### src/rtl/markov_sequence_scorer_top_assert.svh
// Assertion macros for the Markov sequence scorer.
// Included by the top level; the SYNTH macro selects the empty bodies.
`ifndef MARKOV_SEQUENCE_SCORER_TOP_ASSERT_SVH
`define MARKOV_SEQUENCE_SCORER_TOP_ASSERT_SVH

`ifndef SYNTH

// Same-cycle implication, checked out of reset
`define MSC_ASSERT_IMPL(lbl, clk, rst_n, ante, cons) \
    lbl: assert property (@(posedge clk) disable iff (!(rst_n)) (ante) |-> (cons)) \
        else $error("msc assertion failed");

// Next-cycle implication, checked out of reset
`define MSC_ASSERT_NEXT(lbl, clk, rst_n, ante, cons) \
    lbl: assert property (@(posedge clk) disable iff (!(rst_n)) (ante) |=> (cons)) \
        else $error("msc assertion failed");

`else

`define MSC_ASSERT_IMPL(lbl, clk, rst_n, ante, cons)
`define MSC_ASSERT_NEXT(lbl, clk, rst_n, ante, cons)

`endif

`endif

### src/rtl/msc_pkg.sv
// Shared types and constants of the Markov sequence scorer.
// No dependencies; used by the interfaces, the result FIFO and the top level.
package msc_pkg;

    // Item field widths
    localparam int OPCODE_W = 2;
    localparam int LEVEL_W  = 3;
    localparam int LEVELS   = 1 << LEVEL_W;
    localparam int INDEX_W  = 12;
    localparam int VALUE_W  = 32;
    localparam int SYM_W    = 2;
    localparam int SCORE_W  = 48;

    // Linear product: Q1.31 times Q1.31, renormalised by the fraction width
    localparam int PROD_W    = 2 * VALUE_W;
    localparam int FRAC_BITS = 31;

    // Configuration port
    localparam int CFG_IDX_W  = 1;
    localparam int CFG_DATA_W = 3;

    localparam logic [CFG_IDX_W-1:0] REG_MODEL_ORDER = 1'd0;
    localparam logic [CFG_IDX_W-1:0] REG_LOG_MODE    = 1'd1;

    localparam logic [LEVEL_W-1:0] ORDER_RESET    = 3'd2;
    localparam logic               LOG_MODE_RESET = 1'b1;

    // Opcodes
    localparam logic [OPCODE_W-1:0] OP_LOAD_COND  = 2'd0;
    localparam logic [OPCODE_W-1:0] OP_LOAD_JOINT = 2'd1;
    localparam logic [OPCODE_W-1:0] OP_SYMBOL     = 2'd2;

    // Saturation limits of the log sum
    localparam logic [SCORE_W-1:0] SCORE_MAX = {1'b0, {(SCORE_W-1){1'b1}}};
    localparam logic [SCORE_W-1:0] SCORE_MIN = {1'b1, {(SCORE_W-1){1'b0}}};

    // Result FIFO
    localparam int OUT_DEPTH = 4;
    localparam int OUT_PTR_W = $clog2(OUT_DEPTH);
    localparam int OUT_CNT_W = $clog2(OUT_DEPTH + 1);

    // What a symbol does once its table entry is back
    typedef enum logic [1:0] {
        KIND_SHORT = 2'd0,
        KIND_JOINT = 2'd1,
        KIND_COND  = 2'd2
    } t_kind;

    typedef struct packed {
        logic  valid;
        t_kind kind;
        logic  last;
    } t_s1;

    typedef struct packed {
        logic signed [SCORE_W-1:0] score;
        logic                      score_saturated;
    } t_result;

    typedef struct packed {
        logic                 not_empty;
        logic                 full;
        logic [OUT_CNT_W-1:0] count;
    } t_fifo_stat;

endpackage

### src/rtl/msc_out_fifo.sv
// Result FIFO of the Markov sequence scorer: small register queue of result words.
// Depends on msc_pkg for the result word and status types.
module msc_out_fifo
    import msc_pkg::*;
(
    input  logic       i_clk,
    input  logic       i_rst_n,
    input  logic       i_push,
    input  t_result    i_push_data,
    input  logic       i_pop,
    output t_result    o_head,
    output t_fifo_stat o_stat
);

    t_result              r_mem [OUT_DEPTH];
    logic [OUT_PTR_W-1:0] r_wr_ptr;
    logic [OUT_PTR_W-1:0] r_rd_ptr;
    logic [OUT_CNT_W-1:0] r_cnt;

    // Advance pointers and fill count
    always_ff @(posedge i_clk) begin
        if (!i_rst_n) begin
            r_wr_ptr <= '0;
            r_rd_ptr <= '0;
            r_cnt    <= '0;
        end else begin
            if (i_push) begin
                r_wr_ptr <= r_wr_ptr + 1'b1;
            end
            if (i_pop) begin
                r_rd_ptr <= r_rd_ptr + 1'b1;
            end
            unique case ({i_push, i_pop})
                2'b10:   r_cnt <= r_cnt + 1'b1;
                2'b01:   r_cnt <= r_cnt - 1'b1;
                default: r_cnt <= r_cnt;
            endcase
        end
    end

    // Hold pushed words
    always_ff @(posedge i_clk) begin
        if (i_push) begin
            r_mem[r_wr_ptr] <= i_push_data;
        end
    end

    assign o_head           = r_mem[r_rd_ptr];
    assign o_stat.not_empty = (r_cnt != '0);
    assign o_stat.full      = (r_cnt == OUT_CNT_W'(OUT_DEPTH));
    assign o_stat.count     = r_cnt;

endmodule

### config.mk
export PLATFORM = sky130hd
export DESIGN_NAME = msc_out_fifo
export DESIGN_NICKNAME = d
export VERILOG_FILES = /design/src/rtl/markov_sequence_scorer_top_assert.svh /design/src/rtl/msc_pkg.sv /design/src/rtl/msc_out_fifo.sv
export SDC_FILE = /design/constraint.sdc
export NUM_CORES = 1
export LEC_CHECK = 0
export BUFFER_PORTS_ARGS = -buffer_cell sky130_fd_sc_hd__buf_2
export CELL_PAD_IN_SITES_DETAIL_PLACEMENT = 2
export CELL_PAD_IN_SITES_GLOBAL_PLACEMENT = 2
export CORE_ASPECT_RATIO = 0.8
export CORE_MARGIN = 5
export CORE_UTILIZATION = 23
export CTS_CLUSTER_SIZE = 20
export DETAILED_ROUTE_END_ITERATION = 8
export PLACE_DENSITY_LB_ADDON = 0.1
export SLEW_MARGIN = 30
export SYNTH_ARGS = -nofsm -noshare
export SYNTH_HDL_FRONTEND = slang
export SYNTH_SLANG_ARGS = --single-unit
### constraint.sdc
create_clock -name i_clk -period 4.31 [get_ports i_clk]
set_clock_uncertainty 0.15 [all_clocks]
set_input_delay 1.0775 -clock i_clk [delete_from_list [all_inputs] [get_ports i_clk]]
set_output_delay 1.0775 -clock i_clk [all_outputs]
set_load 0.1 [all_outputs]
* Yosys cells after proc, flatten, opt, wreduce, memory -nomap -nowiden
Memories as Yosys holds them, arrays and structs flattened. A register that Yosys moved wholly into a read port is not among the register bits.
Cells that the tools add are included.
** Word-level totals
- Bits in registers :: 7
- RAM bits :: 196
- Input bits :: 53
- Output and inout port bits :: 54
- Word-level logic and storage cells :: 18
- Memories kept :: 1
** Cells by class
- Add/subtract/negate cells :: 4
- Eq/ne operators :: 3
- Muxes and demuxes :: 5
- Reductions and logical operators :: 2
** Memory list
- r_mem :: depth 4, width 49, read ports 1, clocked after Yosys merged registers in 1, write ports 1, line msc_out_fifo.sv:15 : t_result r_mem [OUT_DEPTH];
** Operators by type and width (number)
- case mux 3 bit (2 select lines) :: 1
- adder 2 x 1 -> 2 bit, second input constant :: 2
- two-way mux 2 bit :: 2
- adder 3 x 1 -> 3 bit, second input constant :: 1
- == test 3 bit, second input constant :: 1
- nonzero test 3 bit :: 1
- subtractor 3 x 1 -> 3 bit, second input constant :: 1
- == test 2 x 1 -> 1 bit, second input constant :: 1
- == test 2 bit, second input constant :: 1
- two-way mux 1 bit :: 2
- nonzero test 2 bit :: 1

* Longest topological paths before layout
Gate-level depths: netlist of the first run.
- Depth in word-level cells :: 3
- Depth in mapped cells :: 6
- Mapped depth without buffers :: 6

* Worst setup path before layout of the first run
OpenSTA, ideal clock, no wires.
- Path type :: register -> output
- Start point :: register r_cnt[2]
- End point :: output port o_stat[3] (netlist bit)
- Data arrival time :: 3.269 ns
- Required time :: 3.083 ns
- Path slack :: -0.186 ns
- Stages on the path, launching flop included :: 2
- Buffers on the path :: 0
- Cell sequence :: dfxtp_1 nor3b_1
** RTL lines
- from (decl) :: line msc_out_fifo.sv:18 : logic [OUT_CNT_W-1:0] r_cnt;
- from (signal assigned) :: line msc_out_fifo.sv:34 : 2'b10: r_cnt <= r_cnt + 1'b1;
- from (signal assigned) :: line msc_out_fifo.sv:35 : 2'b01: r_cnt <= r_cnt - 1'b1;
- from (signal assigned) :: line msc_out_fifo.sv:36 : default: r_cnt <= r_cnt;
- to (decl) :: line msc_out_fifo.sv:12 : output t_fifo_stat o_stat

==> results of run 1 <==
## layer usage
metal	wire (um)	GRT usage (%)	vias up
met5	49	0	-
met4	401	2.17	10
met3	1130	3.27	41
met2	8790	16.6	79
met1	7580	12.5	1845
li1	-	-	1530
## cell usage in the layout, fill, tap and decap left out, types with 2 or more instances in the layout
| cell type | count |
|---|---|
| buf_4 | 10 |
| xnor2_1 | 3 |
| mux4_2 | 47 |
| and2_1 | 5 |
| ha_1 | 5 |
| clkbuf_16 | 25 |
| nor2b_1 | 2 |
| edfxtp_1 | 196 |
| clkinv_1 | 4 |
| inv_1 | 3 |
| or3_1 | 2 |
| clkinv_2 | 4 |
| dfxtp_1 | 7 |
| xor2_1 | 2 |
| buf_2 | 106 |
| clkbuf_1 | 6 |
| buf_12 | 2 |
| bufinv_16 | 3 |
| mux4_1 | 2 |
| and2_2 | 4 |
| mux2i_1 | 2 |
## state kept, by name, indices dropped and copies added, names as in the netlist, named ones only
name,flops
r_mem,196
r_cnt,3
r_rd_ptr,2
r_wr_ptr,2
## final timing paths
| check | end | slack, ps | cells after the start | from |
|---|---|---|---|---|
| setup / recovery | o_head[16] | 690 | 3 | register |
| setup reg to reg | r_mem[1][32] | 2370 | 3 | r_wr_ptr[0] |
| hold / removal | r_cnt[2] | 370 | 2 | r_cnt[2] |
| hold reg to reg | r_cnt[2] | 370 | 2 | r_cnt[2] |
## worst max-delay path, delay by kind of cell, from the launching register on
kind | cells | cell delay (ps)
mux | 1 | 280
flops | 1 | 740
buf+inv | 2 | 860
## final cells by class
type	count	area share (%)
sequential	205	64.5
tap	427	5.67
timing repair buffer	118	6.86
clock inverter	12	1.42
multi-input combinational	79	14.6
inverter	3	0.120
clock buffer	31	6.88
## logic make-up after synthesis
family	count (synthesis)	share of synthesized area (%)
buffers and inverters	14	1.41
xor gates and xnor gates	5	0.581
and+or+nand+nor	15	1.23
AOI/OAI and AO/OA	2	0.166
muxes	51	15.0
DFF	205	80.5
adders and majority gates	6	1.10
## power breakdown
group          internal, mW  total (mW)  switching, mW
Clock                  1.24        2.00          0.765
Combinational         0.203       0.982          0.779
Sequential             2.29        2.33         0.0429
==> results by group, run 1 <==
Run status
  • Status: complete, no violations

Layout
  • Share of cells above drive strength 1: between 40% and 50%
  • Final #Nets: 490
  • Finished Layout Cells: 875
  • Final core occ: slightly below 30%
  • Area of the multi-input gates: 1370 um2
  • Sequential cell area: approximately 6100 um2
  • P&R area growth vs syn: 25.0%
  • # fillers: between 3k and 4k
  • Final Instance Area: between 9000 and 10000 um2
  • # diodes: 0

Setup path
  • Max incr delay on CP: about 740 ps
  • Worst-path maximum fanout: 19
  • Slowest stage cell, crit path: dfxtp_2
  • Arrival time at the worst endpoint: ~2400 ps
  • CP required: just over 3000 ps
  • CP Capture Type: output pin
  • Worst path cell trace: buf_4 > mux4_2 > buf_2
  • Type of origin of the critical path: register
  • Kind of critical path: reg2out

Detailed routing
  • Via count: between 3k and 4k
  • DRT iter0 DRCs: ~110
  • WL/cell: 20.5 um
  • Vias/cell: between 4 and 5
  • Drt total wl: between 15000 and 20000 um
  • Drt drc: 0
  • Antenna-violating nets left: 0
  • First-pass detailed-route iteration total: 4

Synthesis
  • Synth Warn #: 0
  • Async SR Flop Fraction: 0%
  • Mapped Nets: about 360
  • Synthesized area: about 7500 um2
  • Yosys top cell area share: between 70% and 80%
  • Post-synth top area cell: edfxtp_1
  • Post-synth top cells: 196 x edfxtp_1, 47 x mux4_2, 9 x and2_1, 9 x dfxtp_1, 5 x ha_1
  • Cell count after synthesis: just under 300
  • Top post-synthesis cells by area: edfxtp_1 78%, mux4_2 14%, dfxtp_1 2.4%, ha_1 0.83%, and2_1 0.75%
  • Main flop type after synthesis: edfxtp_1
  • Post-synth EDFFs: between 150 and 200
  • Mean Syn Cell Area: roughly 25 um2
  • Register area share after synthesis: slightly above 80%
  • Most instantiated library cell after synthesis: edfxtp_1
  • Post-synthesis cell type count: 22
  • #FFs+latches synth: approximately 200

Floorplan
  • Die Wd: between 200 and 250 um
  • Die area: around 37000 um2
  • Starting Density: between 20% and 30%
  • Chip height: 172 um
  • Core Area: about 32000 um2
  • I/O Pins: 107
  • Rows: ~60

Clock tree
  • CTS tree: yes
  • Worst-Skew Late Latency: about 500 ps
  • Clk buf depth: 3
  • H-tree levels: 1
  • Setup bufs post-CTS: 0
  • Clock Tree Root: clkbuf_16
  • Clock Pin Slew Worst Setup and Hold Paths: approximately 60 ps
  • Clock Sinks: ~200
  • Post-CTS resize count: 0
  • CTS Buf Count: 24
  • Cts hold-fix bufs: 0

Hold path
  • Worst Hold Class: reg2reg

Pwr
  • Leakage power total: 3.16 nW
  • VDD IR max: roughly 0.27 mV
  • Power density over cell area: around 560 nW/um2
  • Power after layout: roughly 5.3 mW

Timing
  • Crit share post-route: 84.1%
  • Hold Violations, Final: 0
  • Slew Limit Fails: 0
  • Highest clock rate: 276 MHz
  • Final setup fails: 0
  • RSZ-0062 raised after global routing: no
  • Worst-Margin Slew: about 700 ps
  • PnR worst setup slack: slightly below 700 ps
  • Rel. slew slack: 52.8%
  • Hold_ws: 372 ps
  • Post-route setup TNS: 0 ps
  • Final Critical Period: 3620 ps

Place
  • Cell Area, Placed: approximately 8600 um2
  • Cells after DPL: about 830
  • RD Place Congestion: between 0.6 and 0.7
  • I/O Buffers: roughly 110
  • Dpl ws: roughly 1100 ps
  • Placed wire-length estimate: roughly 12000 um

Global routing
  • Initial antenna violation count: 5
  • First-pass GRT wire length: between 20000 and 30000 um
  • Gr usage total: about a tenth
  • Aggregate global routing overflow: 0
  • Number of global-route vias before repair: between 4k and 5k
  • Pin count of the biggest net entering global routing: 26

Job
  • Max cap viols: 0
Power figures use the tool's default switching activity.
==> run 2, diff against run 1 <==
==> constraint.sdc (replaced) <==
create_clock -name i_clk -period 2.99 [get_ports i_clk]
set_clock_uncertainty 0.15 [all_clocks]
set_input_delay 0.7475 -clock i_clk [delete_from_list [all_inputs] [get_ports i_clk]]
set_output_delay 0.7475 -clock i_clk [all_outputs]
set_load 0.1 [all_outputs]
==> results by group, run 2 (synthesis results as in run 1) <==
Run status
  • Status: complete, no violations

Layout
  • Finished Layout Cells: 883 (+0.91%)
  • Share of cells above drive strength 1: 47.8% (+2.0 points)
  • P&R area growth vs syn: 28.3%
  • # fillers: 3272 (+0.46%)
  • Area of the multi-input gates: 1380 um2 (+0.82%)
  • Most common cell after layout, fill and taps aside: edfxtp_1
  • # diodes: 0 (unchanged)
  • Most frequent cells in the layout: 196 x edfxtp_1, 77 x buf_2, 47 x mux4_2
  • Most flop-heavy register: r_mem
  • Regs by FF count: r_mem (196), r_cnt (3)
  • Final #Nets: 497 (+1.4%)
  • Max reg flops: 196 (unchanged)
  • Sequential cell area: 6070 um2 (about the same)

Pwr
  • Power Internal: 5.37 mW (+44%)
  • Logic pwr share: 19.6% (+1.1 points)
  • Clock power frac: 36.9% (-0.8 points)
  • VDD IR max: 0.516 mV (+93%)
  • Leakage power total: 3.25 nW (+3.0%)
  • Power after layout: 7.70 mW (+45%)
  • Net load switching power: 2.33 mW (+47%)
  • Flop pwr share: 43.6% (-0.2 points)
  • Power density over cell area: 796 nW/um2 (+41%)
  • Switching Fraction: 30.3% (+0.42 points)

Setup path
  • Kind of critical path: reg2out
  • Arrival time at the worst endpoint: 1990 ps (-410 ps)
  • R2R setup slack: 1200 ps (-1170 ps)
  • Worst-path maximum fanout: 9 (-10)
  • CP required: 2090 ps (-990 ps)
  • CP Capture Type: output pin
  • Type of origin of the critical path: register

Clock tree
  • Clock Pin Slew Worst Setup and Hold Paths: 60 ps (about the same)
  • H-tree levels: 1 (unchanged)
  • CTS Buf Count: 24 (unchanged)
  • Cts hold-fix bufs: 0 (unchanged)
  • Clock Sinks: 205 (unchanged)
  • Clk buf depth: 3 (unchanged)
  • Clock Tree Root: clkbuf_16
  • CTS tree: yes
  • Worst-Skew Late Latency: 500 ps (about the same)

Place
  • I/O Buffers: 106 (unchanged)
  • RD Place Congestion: 0.627 (about the same)
  • Placed wire-length estimate: 11200 um (-3.8%)
  • Cells after DPL: 836 (+0.48%)

Detailed routing
  • WL/cell: 20.0 um (-2.7%)
  • Drt drc: 0 (unchanged)
  • Antenna-violating nets left: 0 (unchanged)
  • Via count: 3501 (-0.11%)
  • DRT iter0 DRCs: 91 (-15%)
  • First-pass detailed-route iteration total: 4 (unchanged)
  • Drt total wl: 17600 um (-1.8%)
  • Vias/cell: 3.96 (-1.0%)

Global routing
  • Aggregate global routing overflow: 0 (unchanged)
  • Initial antenna violation count: 4 (-1)
  • Gr usage total: 9.76% (-0.091 points)
  • Number of global-route vias before repair: 4103 (-0.73%)
  • First-pass GRT wire length: 26700 um (-1.2%)
  • Pin count of the biggest net entering global routing: 27 (+3.8%)

Floorplan
  • Core Area: 32400 um2 (unchanged)
  • Rows: 59 (unchanged)
  • Starting Density: 23.3% (unchanged)
  • Die Wd: 212 um (unchanged)
  • Chip height: 172 um (unchanged)
  • I/O Pins: 107 (unchanged)
  • Die area: 36500 um2 (unchanged)

Timing
  • Post-route setup TNS: 0 ps (unchanged)
  • RSZ-0062 raised after global routing: no
  • Rel. slew slack: 65.4% (+13 points)
  • Worst-Margin Slew: 520 ps (-189 ps)
  • Hold Violations, Final: 0 (unchanged)
  • Final Critical Period: between 2000 and 3000 ps
  • Crit share post-route: between 90 and 100%
  • Final setup fails: 0 (unchanged)
  • Slew Limit Fails: 0 (unchanged)
  • Highest clock rate: roughly 350 MHz

Job
  • Max cap viols: 0 (unchanged)

Hold path
  • Worst Hold Class: in2reg
-- run 2: cell types whose count changed in the layout (fill, tap and decap cells not counted), moves of 2 or more --
| cell | before | now |
|---|---|---|
| buf_2 | 106 | 77 |
| buf_4 | 10 | 26 |
| buf_12 | 2 | 11 |
| clkbuf_4 | 0 | 8 |
| clkinv_2 | 4 | 9 |
| and2_2 | 4 | 0 |
| and2_4 | 0 | 4 |
| buf_6 | 0 | 3 |
| clkinv_1 | 4 | 1 |
| clkbuf_1 | 6 | 4 |
| clkinvlp_4 | 0 | 2 |
-- run 2: area by class of cell --
type / count / share of cell area, %
Tap cell: 427 / 5.52
Inverter: 3 / 0.116
Multi-Input combinational cell: 79 / 14.3
Clock buffer: 29 / 6.62
Timing Repair Buffer: 125 / 9.25
Sequential cell: 205 / 62.8
Clock inverter: 15 / 1.37
-- run 2: worst max-delay path: stages, from the launching register on --
cell     delay [ps]
dfxtp_4         470
buf_12          180
mux4_2          510
buf_2           310
-- run 2: path summary, 6_finish.rpt --
path                                 startpoint            to  depth (start not counted)
worst max-delay path                   register    o_head[45]                          3
worst min-delay path            i_push_data[12]  r_mem[2][12]                          1
worst max register to register      r_wr_ptr[0]  r_mem[0][34]                          4
worst min register to register         r_cnt[2]      r_cnt[2]                          2
-- run 2: power groups by stage --
stage | combinational [mW] | clock, mW | sequential, mW
after floorplan | 1.13 | 0 | 3.43
after global placement | 1.48 | 0 | 3.42
after detailed placement | 1.49 | 0 | 3.43
after CTS | 1.53 | 2.96 | 3.36
after global routing | 1.58 | 3.09 | 3.37
final | 1.51 | 2.84 | 3.36
-- run 2: timing repair --
action	CTS	global route
resized for setup	19	14
pin swaps	0	0
buffers inserted	3	0
setup endpoints to repair	40	12
-- run 2: per-stage QoR --
step	hold slack, ps	cell area [um2]	utilization (%)	worst slack (ps)
2_1_floorplan	378	7550	-	154
3_3_place_gp	378	8790	27.1	384
3_5_place_dp	391	8790	27.1	359
4_1_cts	272	9640	29.7	0.319
5_1_grt	283	9670	29.8	2.46
6_report	307	9670	29.8	104
-- run 2: layer usage --
metal  wire length (um)  GRT usage (%)  vias up
met2               8840           16.9       78
met1               7330           12.0     1825
met5                 46              0        -
met4                447           2.64        8
met3                952           2.87       39
li1                   -              -     1551
